**config.mk**
```make
export PLATFORM = sky130hd
export DESIGN_NAME = lattice_poly_compress
export DESIGN_NICKNAME = d
export VERILOG_FILES = /design/src/lpc_pkg.sv /design/src/lattice_poly_compress.sv /design/src/lpc_lane.sv /design/src/lpc_pack.sv
export SDC_FILE = /design/constraint.sdc
export NUM_CORES = 2
export LEC_CHECK = 0
export CORE_MARGIN = 3
export CORE_UTILIZATION = 41
export DETAILED_ROUTE_END_ITERATION = 12
export DONT_BUFFER_PORTS = 1
export PLACE_DENSITY = 0.57
export SYNTH_ARGS = -nofsm -noshare
export SYNTH_HDL_FRONTEND = slang
export SYNTH_SLANG_ARGS = --single-unit
export TNS_END_PERCENT = 5
```
**constraint.sdc**
```tcl
create_clock -name clk -period 8.3 [get_ports clk]
set_clock_uncertainty 0.2 [all_clocks]
set_input_delay 0.415 -clock clk [delete_from_list [all_inputs] [get_ports clk]]
set_output_delay 0.415 -clock clk [all_outputs]
set_load 0.03 [all_outputs]
```
**src/lpc_pkg.sv**
```systemverilog
// Shared constants and types for the polynomial coefficient compressor.
package lpc_pkg;

  localparam int unsigned NUM_LANES = 8;
  localparam int unsigned COEFF_W   = 13;
  localparam int unsigned RES_W     = 12;
  localparam int unsigned NUM_W     = 17;
  localparam int unsigned RECIP_W   = 18;
  localparam int unsigned PROD_W    = NUM_W + RECIP_W;
  localparam int unsigned CVAL_W    = 5;
  localparam int unsigned PACK_W    = 40;
  localparam int unsigned CNT_W     = 3;

  // Modulus, its double for the reduction, and its half, used for the rounding offset.
  localparam logic signed [COEFF_W:0] KQ_S      = 14'sd3329;
  localparam logic signed [COEFF_W:0] KQ2_S     = 14'sd6658;
  localparam logic [NUM_W-1:0]        KQ_HALF   = 17'd1664;

  // ceil(2^29 / 3329); floor(n * RECIP >> 29) equals n / 3329 for every
  // numerator below 150000, which covers the largest one (108160).
  localparam logic [RECIP_W-1:0]      RECIP       = 18'd161271;
  localparam int unsigned             RECIP_SHIFT = 29;

  // Mode register codes.
  localparam logic [CNT_W-1:0] MODE_D4 = 3'd4;
  localparam logic [CNT_W-1:0] MODE_D5 = 3'd5;

  typedef logic [CVAL_W-1:0] cval_t;

  // Pipeline control that the top level hands to every lane.
  typedef struct packed {
    logic ld_s1;  // residue stage takes a new item
    logic ld_s2;  // divide stage takes the item from the residue stage
    logic d5_s1;  // item in the residue stage uses five bits per value
  } lane_ctl_t;

endpackage

```
**src/lattice_poly_compress.sv**
```systemverilog
// Top level of the Kyber coefficient compressor for four or five bits per value.
// Items pass through a three-stage pipeline (residue register, reciprocal multiply
// register, packed output register) on their way to out_valid.
// Throughput: one item of eight coefficients per cycle while the output is not stalled.
// Reset (rst_n low, synchronous) empties the pipeline and sets the mode register to d = 4.
// Stalls on out_ready fill the bubbles ahead of the output before in_ready drops.
module lattice_poly_compress
  import lpc_pkg::*;
(
  input  logic                      clk,
  input  logic                      rst_n,
  input  logic                      cfg_valid,
  output logic                      cfg_ready,
  input  logic [CNT_W-1:0]          cfg_data,
  input  logic                      in_valid,
  output logic                      in_ready,
  input  logic signed [COEFF_W-1:0] in_coeff_0,
  input  logic signed [COEFF_W-1:0] in_coeff_1,
  input  logic signed [COEFF_W-1:0] in_coeff_2,
  input  logic signed [COEFF_W-1:0] in_coeff_3,
  input  logic signed [COEFF_W-1:0] in_coeff_4,
  input  logic signed [COEFF_W-1:0] in_coeff_5,
  input  logic signed [COEFF_W-1:0] in_coeff_6,
  input  logic signed [COEFF_W-1:0] in_coeff_7,
  output logic                      out_valid,
  input  logic                      out_ready,
  output logic [PACK_W-1:0]         out_packed_out,
  output logic [CNT_W-1:0]          out_byte_count
);

  // The mode register. Only the code for five bits selects d = 5; every
  // other value behaves as d = 4.
  logic [CNT_W-1:0] mode_r;
  logic             mode_d5;

  // Valid bits and per-item mode for each pipeline stage.
  logic v1_r, v2_r, v3_r;
  logic d5_s1_r, d5_s2_r;
  logic ld1, ld2, ld3;

  logic signed [COEFF_W-1:0] coeff [NUM_LANES];
  cval_t                     cval  [NUM_LANES];
  lane_ctl_t                 ctl;

  logic [PACK_W-1:0] packed_nxt;
  logic [CNT_W-1:0]  cnt_nxt;
  logic [PACK_W-1:0] packed_r;
  logic [CNT_W-1:0]  cnt_r;

  assign cfg_ready = 1'b1;
  assign mode_d5   = (mode_r == MODE_D5);

  // Each stage loads when it is empty or when its item moves on, so a
  // stalled output still lets items advance into empty slots behind it.
  assign ld3      = !v3_r || out_ready;
  assign ld2      = !v2_r || ld3;
  assign ld1      = !v1_r || ld2;
  assign in_ready = ld1;

  assign ctl.ld_s1 = ld1;
  assign ctl.ld_s2 = ld2;
  assign ctl.d5_s1 = d5_s1_r;

  assign coeff[0] = in_coeff_0;
  assign coeff[1] = in_coeff_1;
  assign coeff[2] = in_coeff_2;
  assign coeff[3] = in_coeff_3;
  assign coeff[4] = in_coeff_4;
  assign coeff[5] = in_coeff_5;
  assign coeff[6] = in_coeff_6;
  assign coeff[7] = in_coeff_7;

  // Eight identical lanes, one per coefficient of the item.
  for (genvar g = 0; g < NUM_LANES; g++) begin : g_lane
    lpc_lane u_lane (
      .clk   (clk),
      .ctl   (ctl),
      .coeff (coeff[g]),
      .cval  (cval[g])
    );
  end

  // The merge stage combines the lane results into the packed bytes.
  lpc_pack u_pack (
    .cval       (cval),
    .d5         (d5_s2_r),
    .packed_val (packed_nxt),
    .byte_cnt   (cnt_nxt)
  );

  always_ff @(posedge clk) begin
    if (!rst_n) begin
      mode_r <= MODE_D4;
      v1_r   <= 1'b0;
      v2_r   <= 1'b0;
      v3_r   <= 1'b0;
    end else begin
      if (cfg_valid && cfg_ready) begin
        mode_r <= cfg_data;
      end
      if (ld1) begin
        v1_r <= in_valid;
      end
      if (ld2) begin
        v2_r <= v1_r;
      end
      if (ld3) begin
        v3_r <= v2_r;
      end
    end
  end

  // Payload registers carry no reset.
  always_ff @(posedge clk) begin
    if (ld1) begin
      d5_s1_r <= mode_d5;
    end
    if (ld2) begin
      d5_s2_r <= d5_s1_r;
    end
    if (ld3) begin
      packed_r <= packed_nxt;
      cnt_r    <= cnt_nxt;
    end
  end

  assign out_valid      = v3_r;
  assign out_packed_out = packed_r;
  assign out_byte_count = cnt_r;

`ifndef SYNTHESIS
  a_accept_fills_s1: assert property (@(posedge clk) disable iff (!rst_n)
    (in_valid && in_ready) |=> v1_r)
    else $error("accepted item did not enter the residue stage");

  a_empty_ready: assert property (@(posedge clk) disable iff (!rst_n)
    (!v1_r || !v2_r || !v3_r) |-> in_ready)
    else $error("input stalled while the pipeline has a free slot");

  a_count_legal: assert property (@(posedge clk) disable iff (!rst_n)
    out_valid |-> (out_byte_count == MODE_D4 || out_byte_count == MODE_D5))
    else $error("byte count is neither four nor five");

  a_d4_upper_zero: assert property (@(posedge clk) disable iff (!rst_n)
    (out_valid && out_byte_count == MODE_D4) |-> (out_packed_out[PACK_W-1:32] == '0))
    else $error("upper byte not zero in four-bit mode");
`endif

endmodule

```
**src/lpc_lane.sv**
```systemverilog
// One coefficient lane: reduction to [0, q) and compression by reciprocal multiply.
module lpc_lane
  import lpc_pkg::*;
(
  input  logic                      clk,
  input  lane_ctl_t                 ctl,
  input  logic signed [COEFF_W-1:0] coeff,
  output cval_t                     cval
);

  logic signed [COEFF_W:0] c_ext;
  logic signed [COEFF_W:0] c_red;
  logic [RES_W-1:0]        x_r;
  logic [RES_W-1:0]        x_nxt;
  logic [NUM_W-1:0]        num;
  logic [PROD_W-1:0]       prod;
  cval_t                   cval_r;
  cval_t                   cval_nxt;

  // Bring the coefficient to its standard representative.
  always_comb begin
    c_ext = {coeff[COEFF_W-1], coeff};
    if (c_ext < -KQ_S) begin
      c_red = c_ext + KQ2_S;
    end else if (c_ext < 0) begin
      c_red = c_ext + KQ_S;
    end else if (c_ext >= KQ_S) begin
      c_red = c_ext - KQ_S;
    end else begin
      c_red = c_ext;
    end
    x_nxt = c_red[RES_W-1:0];
  end

  // Rounded quotient (x * 2^d + q/2) / q via the reciprocal.
  always_comb begin
    if (ctl.d5_s1) begin
      num = {x_r, 5'b0} + KQ_HALF;
    end else begin
      num = {1'b0, x_r, 4'b0} + KQ_HALF;
    end
    prod     = PROD_W'(num) * PROD_W'(RECIP);
    cval_nxt = prod[RECIP_SHIFT +: CVAL_W];
  end

  always_ff @(posedge clk) begin
    if (ctl.ld_s1) begin
      x_r <= x_nxt;
    end
    if (ctl.ld_s2) begin
      cval_r <= cval_nxt;
    end
  end

  assign cval = cval_r;

endmodule

```
**src/lpc_pack.sv**
```systemverilog
// Merge stage: packs the eight lane results into little-endian bytes.
module lpc_pack
  import lpc_pkg::*;
(
  input  cval_t             cval [NUM_LANES],
  input  logic              d5,
  output logic [PACK_W-1:0] packed_val,
  output logic [CNT_W-1:0]  byte_cnt
);

  always_comb begin
    packed_val = '0;
    for (int j = 0; j < NUM_LANES; j++) begin
      if (d5) begin
        packed_val[CVAL_W*j +: CVAL_W] = cval[j];
      end else begin
        packed_val[(CVAL_W-1)*j +: (CVAL_W-1)] = cval[j][CVAL_W-2:0];
      end
    end
    byte_cnt = d5 ? MODE_D5 : MODE_D4;
  end

endmodule
```
## Word level (Yosys, flattened, before mapping)

Cells that the tools add are included.

| operators by class | value |
|---|---|
| add/sub/neg operators | 40 |
| multipliers | 8 |
| $lt $le $gt $ge | 24 |
| equal/unequal tests | 1 |
| multiplexer cells | 43 |
| reduce and logical (&&, ||, !) cells | 6 |

Operators with widths:

| cell | count |
|---|---|
| 2-to-1 mux 12 bit | 24 |
| multiplier 17 x 18 -> 34 bit, second input constant | 8 |
| adder 16 x 11 -> 17 bit, second input constant | 8 |
| adder 17 x 11 -> 17 bit, second input constant | 8 |
| 2-to-1 mux 17 bit | 8 |
| >= comparator 13 bit, second input constant | 8 |
| less-than comparator 13 x 1 -> 1 bit, second input constant | 8 |
| less-than comparator 13 bit, second input constant | 8 |
| adder 12 x 11 -> 12 bit, second input constant | 8 |
| adder 12 bit, second input constant | 8 |
| subtractor 12 x 11 -> 12 bit, second input constant | 8 |
| 2-to-1 mux 4 bit | 4 |
| 2-to-1 mux 3 bit | 2 |
| 2-to-1 mux 2 bit | 2 |
| == test 3 bit, second input constant | 1 |
| logical NOT 1 bit | 3 |
| logical OR 1 bit | 3 |
| 2-to-1 mux 1 bit | 3 |

| storage, ports and cells | value |
|---|---|
| bits in registers | 187 |
| bits of input ports | 112 |
| output and inout bits | 46 |
| logic and storage cells | 147 |

## Depth between registers and ports, before layout

| depth | value |
|---|---|
| depth in word-level cells | 4 |
| gate-level depth with buffers | 35 |

## Cells and area by module

From an unflattened synthesis, not the netlist that was laid out.

| unflattened totals | value |
|---|---|
| cells, all modules | 5002 |
| area, all modules | 49687.7 µm² |

By module, submodules not included:

| module | times used | cells each | area an instance (µm²) |
|---|---|---|---|
| lpc_lane (g_lane[0].u_lane ...) | 6 | 604 | 5926.9 |
| lpc_lane (g_lane[6].u_lane) | 1 | 624 | 5978.2 |
| lpc_lane (g_lane[7].u_lane) | 1 | 635 | 5978.2 |
| lattice_poly_compress | 1 | 70 | 1599.0 |
| lpc_pack | 1 | 49 | 570.5 |

## Worst setup path before layout

OpenSTA, ideal clock, no wires.

| timing | value |
|---|---|
| kind | flip-flop to flip-flop |
| from | register d5_s1_r |
| to | register g_lane[2].u_lane.cval_r[4], data pin |
| arrival time | 8326 ps |
| data required time | 7905 ps |
| slack | -421 ps |
| stages on the path, launching flop included | 31 |
| path buffers | 7 |
| path through | edfxtp_1 buf_6 buf_4 buf_6 buf_4 buf_2 buf_2 buf_2 mux2i_1 inv_1 ha_1 o31ai_1 a211oi_2 and2_1 o311a_2 xor2_2 xnor2_1 fa_1 fa_1 inv_1 fa_1 fa_1 ha_1 ha_1 a211oi_1 o211ai_1 o211ai_1 o311ai_1 a31o_2 a2111o_1 o311ai_0 |

| between the ends | value |
|---|---|
| cells in the longest elaborated chain, start to end | 2 |

Ends and longest elaborated chain:

| item | RTL line | source |
|---|---|---|
| start, declared | lattice_poly_compress.sv:38 | `logic d5_s1_r, d5_s2_r;` |
| start signal, assigned | lattice_poly_compress.sv:116 | `d5_s1_r <= mode_d5;` |
| 2-to-1 mux 17 bit | lpc_lane.sv:37 | `if (ctl.d5_s1) begin` |
| multiplier 17 x 18 -> 34 bit | lpc_lane.sv:42 | `prod = PROD_W'(num) * PROD_W'(RECIP);` |
| net g_lane[2].u_lane.prod[33] | lpc_lane.sv:16 | `logic [PROD_W-1:0] prod;` |
| end signal, assigned | lpc_lane.sv:51 | `cval_r <= cval_nxt;` |
| end, declared | lpc_lane.sv:17 | `cval_t cval_r;` |

The timed path passes the listed nets, and every way through them passes these cells.
A chain may end at the register's enable or synchronous reset.

## Final worst setup path

| timing | value |
|---|---|
| from | register d5_s1_r |
| to | register g_lane[6].u_lane.cval_r[2], data pin |

| between the ends | value |
|---|---|
| cells in the longest elaborated chain, start to end | 2 |

Ends and longest elaborated chain:

| item | RTL line |
|---|---|
| 2-to-1 mux 17 bit | lpc_lane.sv:37 |
| multiplier 17 x 18 -> 34 bit | lpc_lane.sv:42 |
| net g_lane[6].u_lane.prod[31] | lpc_lane.sv:16 |
| end signal, assigned | lpc_lane.sv:51 |
| end, declared | lpc_lane.sv:17 |

The timed path passes the listed nets, and every way through them passes these cells.

==> flow_metrics.env <==
export IMPL_rsz0062_at_grt="false"
export IMPL_synth_seq_cells=185
export IMPL_grt_max_degree=51
export IMPL_drt_iter0_drc=1538
export IMPL_start_kind="flip-flop"
export IMPL_antenna_found_initial=2
export IMPL_nets=6703
export IMPL_fmax_mhz=128
export IMPL_ys_warn_count=0
export IMPL_slowest_delay_ns=0.66
export IMPL_fp_dieArea_um2=121000
export IMPL_drc_errors=0
export IMPL_cpMaxStageDelayCell="fa_1"
export IMPL_initial_core_util=0.416
export IMPL_cts_root_buf="clkbuf_16"
export IMPL_cts_sinks=185
export IMPL_fillers=11062
export IMPL_overflow=0
export IMPL_grtUsageTotal=0.189
export IMPL_critPathKind="reg2reg"
export IMPL_hold_class="in2reg"
export IMPL_cts_tree="done"
export IMPL_cp_top_family="adder cells"
export IMPL_synthToLayoutAreaGrowth_pct=7.69
export IMPL_hold_viol=0
export IMPL_outcome="completed"
export IMPL_final_common_cell="inv_1"
export IMPL_layout_common_cells="inv_1, ha_1, fa_1"
export IMPL_avgViaCountPerCell=5.01
export IMPL_setup_tns_ns=0
export IMPL_wl_mm=109
export IMPL_yosysUniqueCellTypes=97
export IMPL_max_slew_margin=0.276
export IMPL_yosysSeqAreaShare=0.115
export IMPL_diodes=0
export IMPL_r2r_cells=26
export IMPL_final_cells=6433
export IMPL_syn_avg_cell_area_um2=9.92
export IMPL_grt_first_pass_wirelength_mm=183
export IMPL_cts_buffer_depth=2
export IMPL_gp_congestion=0.910
export IMPL_grt_pass1_vias=34600
export IMPL_holdPathStages=3
export IMPL_cts_htree_levels=4
export IMPL_dp_cells=6298
export IMPL_netlist_area_um2=47900
export IMPL_synth_edf_count=179
export IMPL_cts_clk_slew_worst_paths_ns=0.08
export IMPL_multi_input_area_um2=37400
export IMPL_vias=32228
export IMPL_synth_main_ff_cell="edfxtp_1"
export IMPL_post_route_cells_drive_above_1_share=0.0478
export IMPL_hpwlAfterDp_mm=94.9
export IMPL_syn_inst=4825
export IMPL_critical_path_most_common_cell="fa_1"
export IMPL_tightest_slew_ns=1.09
export IMPL_post_drt_wl_per_cell_um=17.0
export IMPL_fp_row_count=124
export IMPL_post_route_period_util=0.945
export IMPL_worstPathArrival_ns=7.91
export IMPL_drtPass1Iterations=6
export IMPL_cp_buffers_inverters=6
export IMPL_register_area_um2=5500
export IMPL_fp_dieW_um=348
export IMPL_coreArea_um2=115000
export IMPL_drt_antenna_violating_nets=0
export IMPL_layout_min_cycle_time_ns=7.84
export IMPL_setup_violations_final=0
export IMPL_ioPinCount=158
export IMPL_crit_required_ns=8.37
export IMPL_cp_max_fo=4
export IMPL_clock_latency_ns=0.51
export IMPL_port_buffers=0
export IMPL_critPathCaptureType="flip-flop"
export IMPL_dieHeight_um=348
export IMPL_async_reset_ff_frac=0
export IMPL_cts_buffers=17
export IMPL_final_max_slew_viol_count=0
export IMPL_max_cap_violations=0
export IMPL_path_depth=26
## per-stage QoR
stage                      util  cell area, um^2  setup slack, ns  hold slack, ns
after floorplan               -            48000           0.0213           0.200
after global routing      0.448            51500          0.00355          0.0340
after detailed placement  0.433            49900            0.201           0.219
after CTS                 0.447            51400            0.174        0.000449
final                     0.448            51500            0.457          0.0430
after global placement    0.433            49900            0.298           0.205
## sequential cells by signal, summed over array words and instances (netlist names)
register,count
out_byte_count,1
out_valid,1
d5_s1_r,1
out_packed_out,40
mode_r,3
g_lane.u_lane.cval,40
d5_s2_r,1
v1_r,1
v2_r,1
g_lane.u_lane.x_r,96
## timing repair
item / CTS / global route
buffers inserted: 0 / 1
hold endpoints to repair: 88 / 0
hold buffers: 102 / 0
gates resized for setup: 0 / 16
endpoints found under the setup margin: 0 / 22
## final timing paths
check,from,end,slack [ns]
max,d5_s1_r,g_lane[6].u_lane.cval[2],0.46
min,in_coeff_7[12],g_lane[7].u_lane.x_r[11],0.04
min reg2reg,g_lane[0].u_lane.cval[1],out_packed_out[1],0.22
max reg2reg,d5_s1_r,g_lane[6].u_lane.cval[2],0.46
## cell families (layout without fill, tap and decap cells)
family | Yosys count | in the layout | share of synthesized area
flops | 185 | 185 | 0.115
simple gates | 640 | 640 | 0.0672
fa+ha+maj | 1683 | 1683 | 0.552
xor+xnor | 244 | 244 | 0.0451
compound gates | 611 | 611 | 0.0890
buf+inv | 1355 | 1450 | 0.108
mux | 105 | 105 | 0.0238
other cells | 2 | 3 | 0.000157
## synthesized netlist by cell type (all sizes together), types with 16 or more instances
library cell | count | area share
nand3 | 68 | 0.0071
xnor2 | 137 | 0.025
a31oi | 17 | 0.0024
mux2 | 49 | 0.012
nand4 | 47 | 0.0061
or2 | 29 | 0.0038
nor3 | 55 | 0.0058
nor2b | 17 | 0.0022
buf | 32 | 0.0042
nand2 | 166 | 0.013
a21boi | 20 | 0.0031
a21o | 60 | 0.0094
a21oi | 158 | 0.017
mux2i | 56 | 0.012
o21a | 16 | 0.0025
a211oi | 38 | 0.0066
fa | 714 | 0.30
clkbuf | 59 | 0.0047
nand2b | 31 | 0.0041
nor2 | 124 | 0.0099
o21ai | 113 | 0.012
xor2 | 107 | 0.020
a22oi | 16 | 0.0025
inv | 1264 | 0.099
edfxtp | 179 | 0.11
and3 | 21 | 0.0027
o211ai | 21 | 0.0035
and2 | 24 | 0.0031
ha | 969 | 0.25
## metal layers
layer | up-vias | global-route usage | part of all wire
li1 | 15838 | - | -
met1 | 15739 | 0.258 | 0.46
met2 | 562 | 0.317 | 0.48
met3 | 87 | 0.0339 | 0.050
met4 | 2 | 0.0322 | 0.012
met5 | - | 0 | 0.000064
## worst register-to-register path, cell delays in order (launching register included)
cell       delay (ns)
edfxtp_1         0.46
buf_4            0.19
buf_4            0.16
mux2i_4          0.19
inv_1            0.18
ha_2             0.27
nor3_1           0.09
a211oi_2         0.34
nand4_1          0.14
o211ai_1         0.12
inv_1            0.14
fa_1             0.66
inv_1            0.13
fa_1             0.53
fa_1             0.56
inv_1            0.06
fa_1             0.51
fa_1             0.53
ha_1             0.31
ha_1             0.30
nand3_1          0.06
a2111oi_0        0.53
o22ai_2          0.23
a211oi_2         0.31
or3_1            0.19
a21oi_1          0.09
xnor2_1          0.13
## layout make-up
type / count / area share
Inverter: 1264 / 0.0920
Multi-Input combinational cell: 3286 / 0.725
Timing Repair Buffer: 154 / 0.0281
Sequential cell: 185 / 0.107
Tap cell: 1512 / 0.0367
Clock inverter: 15 / 0.00296
Clock buffer: 17 / 0.00825
Power is left out: the tool's default activity adds up to more than one toggle a clock period on the data nets, which glitch-free logic cannot reach.
